`src/sv/ssr_pkg.sv`:
```
// ----------------------------------------------------------------------------
// Stable score ranker package
// Shared widths, defaults and the cell control bundle.
// ----------------------------------------------------------------------------
package ssr_pkg;

  localparam int SCORE_W      = 32;
  localparam int OUT_TAG_W    = 16;
  localparam int IN_TAG_W     = 16;
  localparam int RANK_W       = 6;
  localparam int KEEP_W       = 7;
  localparam int CAPACITY_DEF = 64;
  localparam int TAG_BITS_DEF = 16;

  localparam logic CMD_ADD    = 1'b0;
  localparam logic CMD_FINISH = 1'b1;

  typedef struct packed {
    logic add;
    logic pop;
    logic clr;
  } ssr_ctl_t;

endpackage

```
`src/sv/ssr_cell.sv`:
```
// ----------------------------------------------------------------------------
// Stable score ranker cell
// One slot of the sorted chain: inserts, shifts toward the tail on insert and
// toward the head when emitting.
// ----------------------------------------------------------------------------
module ssr_cell
  import ssr_pkg::*;
#(
  parameter int TAG_W = TAG_BITS_DEF
) (
  input  logic                      clk,
  input  logic                      rst_n,
  input  ssr_ctl_t                  ctl,
  input  logic                      ins_prev,
  input  logic signed [SCORE_W-1:0] new_score,
  input  logic [TAG_W-1:0]          new_tag,
  input  logic                      left_valid,
  input  logic signed [SCORE_W-1:0] left_score,
  input  logic [TAG_W-1:0]          left_tag,
  input  logic                      right_valid,
  input  logic signed [SCORE_W-1:0] right_score,
  input  logic [TAG_W-1:0]          right_tag,
  output logic                      valid,
  output logic signed [SCORE_W-1:0] score,
  output logic [TAG_W-1:0]          tag,
  output logic                      ins
);

  logic                      valid_r;
  logic signed [SCORE_W-1:0] score_r;
  logic [TAG_W-1:0]          tag_r;

  // A later arrival with an equal score stays behind the held entry.
  assign ins = !valid_r || (new_score > score_r);

  always_ff @(posedge clk) begin
    if (!rst_n) begin
      valid_r <= 1'b0;
    end else if (ctl.clr) begin
      valid_r <= 1'b0;
    end else if (ctl.pop) begin
      valid_r <= right_valid;
    end else if (ctl.add && ins) begin
      valid_r <= ins_prev ? left_valid : 1'b1;
    end
  end

  always_ff @(posedge clk) begin
    if (ctl.pop) begin
      score_r <= right_score;
      tag_r   <= right_tag;
    end else if (ctl.add && ins) begin
      if (ins_prev) begin
        score_r <= left_score;
        tag_r   <= left_tag;
      end else begin
        score_r <= new_score;
        tag_r   <= new_tag;
      end
    end
  end

  assign valid = valid_r;
  assign score = score_r;
  assign tag   = tag_r;

endmodule

```
`config.mk`:
```
export PLATFORM = sky130hd
export DESIGN_NAME = ssr_cell
export DESIGN_NICKNAME = d
export VERILOG_FILES = /design/src/sv/ssr_pkg.sv /design/src/sv/ssr_cell.sv
export SDC_FILE = /design/constraint.sdc
export NUM_CORES = 1
export LEC_CHECK = 0
export ABC_AREA = 1
export BUFFER_PORTS_ARGS = -buffer_cell sky130_fd_sc_hd__buf_2
export CAP_MARGIN = 20
export CORE_MARGIN = 1
export CORE_UTILIZATION = 25
export DETAILED_ROUTE_END_ITERATION = 6
export PLACE_DENSITY = 0.53
export SLEW_MARGIN = 40
export SYNTH_ARGS = -nofsm -noshare
export SYNTH_HDL_FRONTEND = slang
export SYNTH_SLANG_ARGS = --single-unit
```
`constraint.sdc`:
```
create_clock -name clk -period 5.4 [get_ports clk]
set_input_delay 0.27 -clock clk [delete_from_list [all_inputs] [get_ports clk]]
set_output_delay 0.27 -clock clk [all_outputs]
set_load 0.05 [all_outputs]
```
**After elaboration in Yosys (flattened, before gate mapping)**

Cells that the tools add are included.

- Register bits after elaboration: 49
- Output and inout port bits: 50
- Word-level logic and storage cells: 19
- Bits of input ports: 152

- Bitwise logic cells: 1
- Multiplexer cells: 9
- Order comparisons: 1
- Reductions and logical operators: 5

Operators with widths:

| cell | number |
|---|---|
| 32-bit two-way mux | 3 |
| 16-bit two-way mux | 3 |
| 32-bit > comparator | 1 |
| 1-bit two-way mux | 3 |
| 2-bit nonzero test | 1 |
| 2-bit OR reduction | 1 |
| 1-bit logical AND | 1 |
| 1-bit logical NOT | 1 |
| 1-bit logical OR | 1 |
| 1-bit inverter | 1 |

**Logic depth before layout (Yosys ltp)**

- Word-level depth: 5
- Mapped depth: 19
- Mapped depth without buffers: 19

**Worst setup path before layout**

Ideal clock, no wire load.

- Kind: register to register
- Start point: reg score_r[31] (netlist: score[31])
- End point: reg score_r[0] (netlist: score[0]) (enable)
- Slack: 2.377 ns
- Path buffers: 0
- Period minus slack after synthesis: 3.023 ns
- Cell stages (with the launch flop): 15
- Setup time: 0.385 ns
- Data arrival time: 2.638 ns
- Path through: edfxtp_1 > inv_1 > ha_1 > nand2_1 > inv_1 > nand3_2 > nor2_2 > nand3_2 > nor2_2 > nand2_1 > a21oi_1 > nand2_1 > nand2_2 > nand2_2 > nand2_2

- Cells in the longest elaborated chain, start to end: 4

RTL lines:

| element | line | RTL |
|---|---|---|
| start: declaration | ssr_cell.sv:30 | `logic signed [SCORE_W-1:0] score_r;` |
| start signal: assignment | ssr_cell.sv:50 | `score_r <= right_score;` |
| start signal: assignment | ssr_cell.sv:54 | `score_r <= left_score;` |
| start signal: assignment | ssr_cell.sv:57 | `score_r <= new_score;` |
| 32-bit > comparator | ssr_cell.sv:34 | `assign ins = !valid_r \|\| (new_score > score_r);` |
| 1-bit logical OR | ssr_cell.sv:34 |  |
| named net ins | ssr_cell.sv:26 | `output logic ins` |
| 1-bit logical AND | ssr_cell.sv:52 | `end else if (ctl.add && ins) begin` |
| 2-bit nonzero test (no line) | -- |  |

The timed path passes the listed nets, and every way through them passes these cells.
A chain may end at the register's enable or synchronous reset.

**Worst setup path in the final report**

- Start point: reg score_r[11] (netlist: score[11])
- End point: reg score_r[25] (netlist: score[25]) (enable)

- Cells in the longest elaborated chain, start to end: 4

RTL lines:

| element | line |
|---|---|
| 32-bit > comparator | ssr_cell.sv:34 |
| 1-bit logical OR | ssr_cell.sv:34 |
| 1-bit logical AND | ssr_cell.sv:52 |
| 2-bit nonzero test (no line) | -- |

Every way passes these cells.

==> flow_metrics.tcl <==
set metrics [dict create \
    status "finished clean" \
    seq_area_um2 1461 \
    antenna_found_initial 0 \
    finalPower_uw 1201 \
    fin_worst_skew_ps 7.717 \
    postLayoutCellArea_um2 4676 \
    dpl.cell_count 784 \
    drc 0 \
    synth_cell_type_count 28 \
    n_fill_cell 1388 \
    path_max_fanout 28 \
    synth_area_um2 3381 \
    tritoncts "yes" \
    worstSetupStartpoint "score[11]$_DFFE_PP_" \
    fin_cells 792 \
    routed_via_density 4.442 \
    rows 42 \
    antenna_cells 0 \
    grt_setup_unrepaired "false" \
    maxCapViolCount 0 \
    ir_drop_v 0.0001195 \
    finalHoldViolCount 0 \
    clock_sinks 49 \
    gp_congestion 0.7981 \
    portBuffers 201 \
    worstMarginPinSlew_ps 715.4 \
    clkLatencyLatePin_ps 290 \
    powerDensity_nw_per_um2 256.9 \
    arrival_ps 2840 \
    via_count 3518 \
    synth_fp_nets 609 \
    hpwlAfterDp_um 7893 \
    ys_seq_area_share_pct 43.23 \
    grt_max_degree 53 \
    core-area_um2 13190 \
    grt_pass1_wl_um 16590 \
    fp.dieW_um 118.3 \
    area_delta_synth_final_pct 38.30 \
    drtIter0Drc 93 \
    fin_crit_sh_pct 53.49 \
    postCtsSetupRepairBufs 0 \
    post-route-util_pct 35.45 \
    ant_nets 0 \
    first_pass_iters 4 \
    power_leakage_uw 0.002384 \
    ctsLongestPathBuffers 2 \
    synth_seq_cells 49 \
    ctsHoldBuffers 0 \
    grt_pass1_vias 3477 \
    cts_root_buf "clkbuf_16" \
    cts_buffers 5 \
    placed_area_um2 4524 \
    critical_path.startpoint_type "register" \
    die_area_um2 13990 \
    cts-htree-levels 2 \
    initial_utilization_pct 25.63 \
    post_drt_wl_per_cell_um 12.96 \
    setup_viol 0 \
    fin_setup_tns_ps 0 \
    die_h_um 118.3 \
    r2r_start "score[11]$_DFFE_PP_" \
    io-pin-count 202 \
    synth_top_flop_cell "edfxtp_1" \
    maxSlewViolCount 0 \
    hp-class "in2reg" \
    drive_above_1_share_pct 36.53 \
    synthCells 425 \
    fin_nets 799 \
    async_flop_share_pct 0 \
    synth_edf_count 48 \
    cts-resized-gates 0 \
    fin_crit_ps 2888 \
    grt_overflow 0 \
    critPathRequiredTime_ps 5350 \
    ys_warn_count 0 \
    slew_headroom_pct 52.25 \
    clkTransAtPathRegs_ps 70 \
    grtUsageTotal_pct 14.81 \
    end_kind "register" \
    syn_avg_cell_area_um2 7.955 \
    crit_type "reg2reg" \
    min_from "ctl[0]" \
    wirelength_um 10260 \
    multi_input_area_um2 1632 \
    fmax_ghz 0.3462 \
]
cell families after synthesis:
| logic type | after synthesis | synth area share (%) |
|---|---|---|
| adder cells (fa/ha/maj) | 32 | 11.84 |
| AND/OR/NAND/NOR | 161 | 19.21 |
| flip-flops | 49 | 43.23 |
| buffers and inverters | 69 | 8.512 |
| AO/OA/AOI/OAI | 114 | 17.21 |
cell usage after synthesis (2+ instances only):
| cell | count | area, um2 |
|---|---|---|
| nor2_1 | 59 | 221.5 |
| nand4_1 | 2 | 12.51 |
| inv_1 | 43 | 161.4 |
| inv_2 | 3 | 11.26 |
| a21o_1 | 2 | 15.01 |
| ha_1 | 32 | 400.4 |
| edfxtp_1 | 48 | 1441 |
| nand3_1 | 3 | 15.01 |
| nand2_1 | 85 | 319.1 |
| buf_1 | 3 | 11.26 |
| nand2_2 | 3 | 18.77 |
| nand3_2 | 2 | 20.02 |
| clkbuf_1 | 14 | 52.55 |
| a21oi_1 | 109 | 545.5 |
| nor3_1 | 2 | 10.01 |
| buf_2 | 2 | 10.01 |
| nor2_2 | 2 | 12.51 |
through the flow:
stage | setup WS (ps) | hold slack, ps
after global routing | 2113 | 226.4
after detailed placement | 2384 | 535.3
after floorplan | 2377 | 425.4
final | 2512 | 227.5
after CTS | 2374 | 218.3
after global placement | 2438 | 535.3
layer usage:
| metal | GRT usage (%) | up-vias | wire [um] |
|---|---|---|---|
| li1 | - | 1805 | - |
| met1 | 17.81 | 1569 | 4558 |
| met2 | 25.66 | 131 | 4915 |
| met3 | 3.571 | 13 | 618 |
| met4 | 5.128 | 0 | 172 |
| met5 | 0 | - | 0 |
area by class of cell:
cell class	instances	share of cell area (%)
Multi-Input combinational cell	307	34.89
Inverter	48	3.934
Timing Repair Buffer	204	22.00
Clock inverter	3	0.5352
Clock buffer	5	2.676
Sequential cell	49	31.26
Tap cell	176	4.710
registers in the layout, summed over array words and instances, names as in the netlist:
signal and count:
score 32, tag 16, valid 1
power by group:
group	total [uW]	internal, uW	switching (uW)	leakage [uW]
sequential	480	463	16.2	0.000490
clock	322	175	147	0.0000708
combinational	400	126	274	0.00182
critical path, stage by stage, from the launching register on:
cell	delay [ps]
edfxtp_1	370
inv_1	50
ha_1	300
nand4_1	110
nor3_1	260
nand2_1	90
nand2_1	90
nand2_1	70
a21oi_1	120
nand2_1	80
nand2_2	70
nand2_2	50
nand2_2	390
buf_4	480
layout by cell type, fill, tap and decap left out:
master and count:
edfxtp_1 48, ha_1 32, nand4_1 2, dfxtp_1 1, o21ai_0 1, inv_1 43
nand2_1 85, clkbuf_16 5, nand3_1 3, or3_1 1, nor3_1 2, nor2_2 2
buf_4 3, inv_2 2, or2_2 1, a21oi_1 109, clkinv_1 1, inv_4 1
a21o_1 2, nor2_1 59, inv_6 2, a21oi_2 1, o21bai_1 1, clkinv_2 1
clkinvlp_4 1, buf_2 201, nand2_2 3, nand3_2 2, nand3b_1 1
path summary, 6_finish.rpt:
kind                         endpoint  slack (ps)  cells after the start
setup reg to reg  score[25]$_DFFE_PP_        2510                     13
setup / recovery  score[25]$_DFFE_PP_        2510                     13
hold / removal     valid$_SDFFE_PP0P_         230                      3
hold reg to reg    valid$_SDFFE_PP0P_         730                      3
Note: power is estimated with default switching activity, not from simulation.
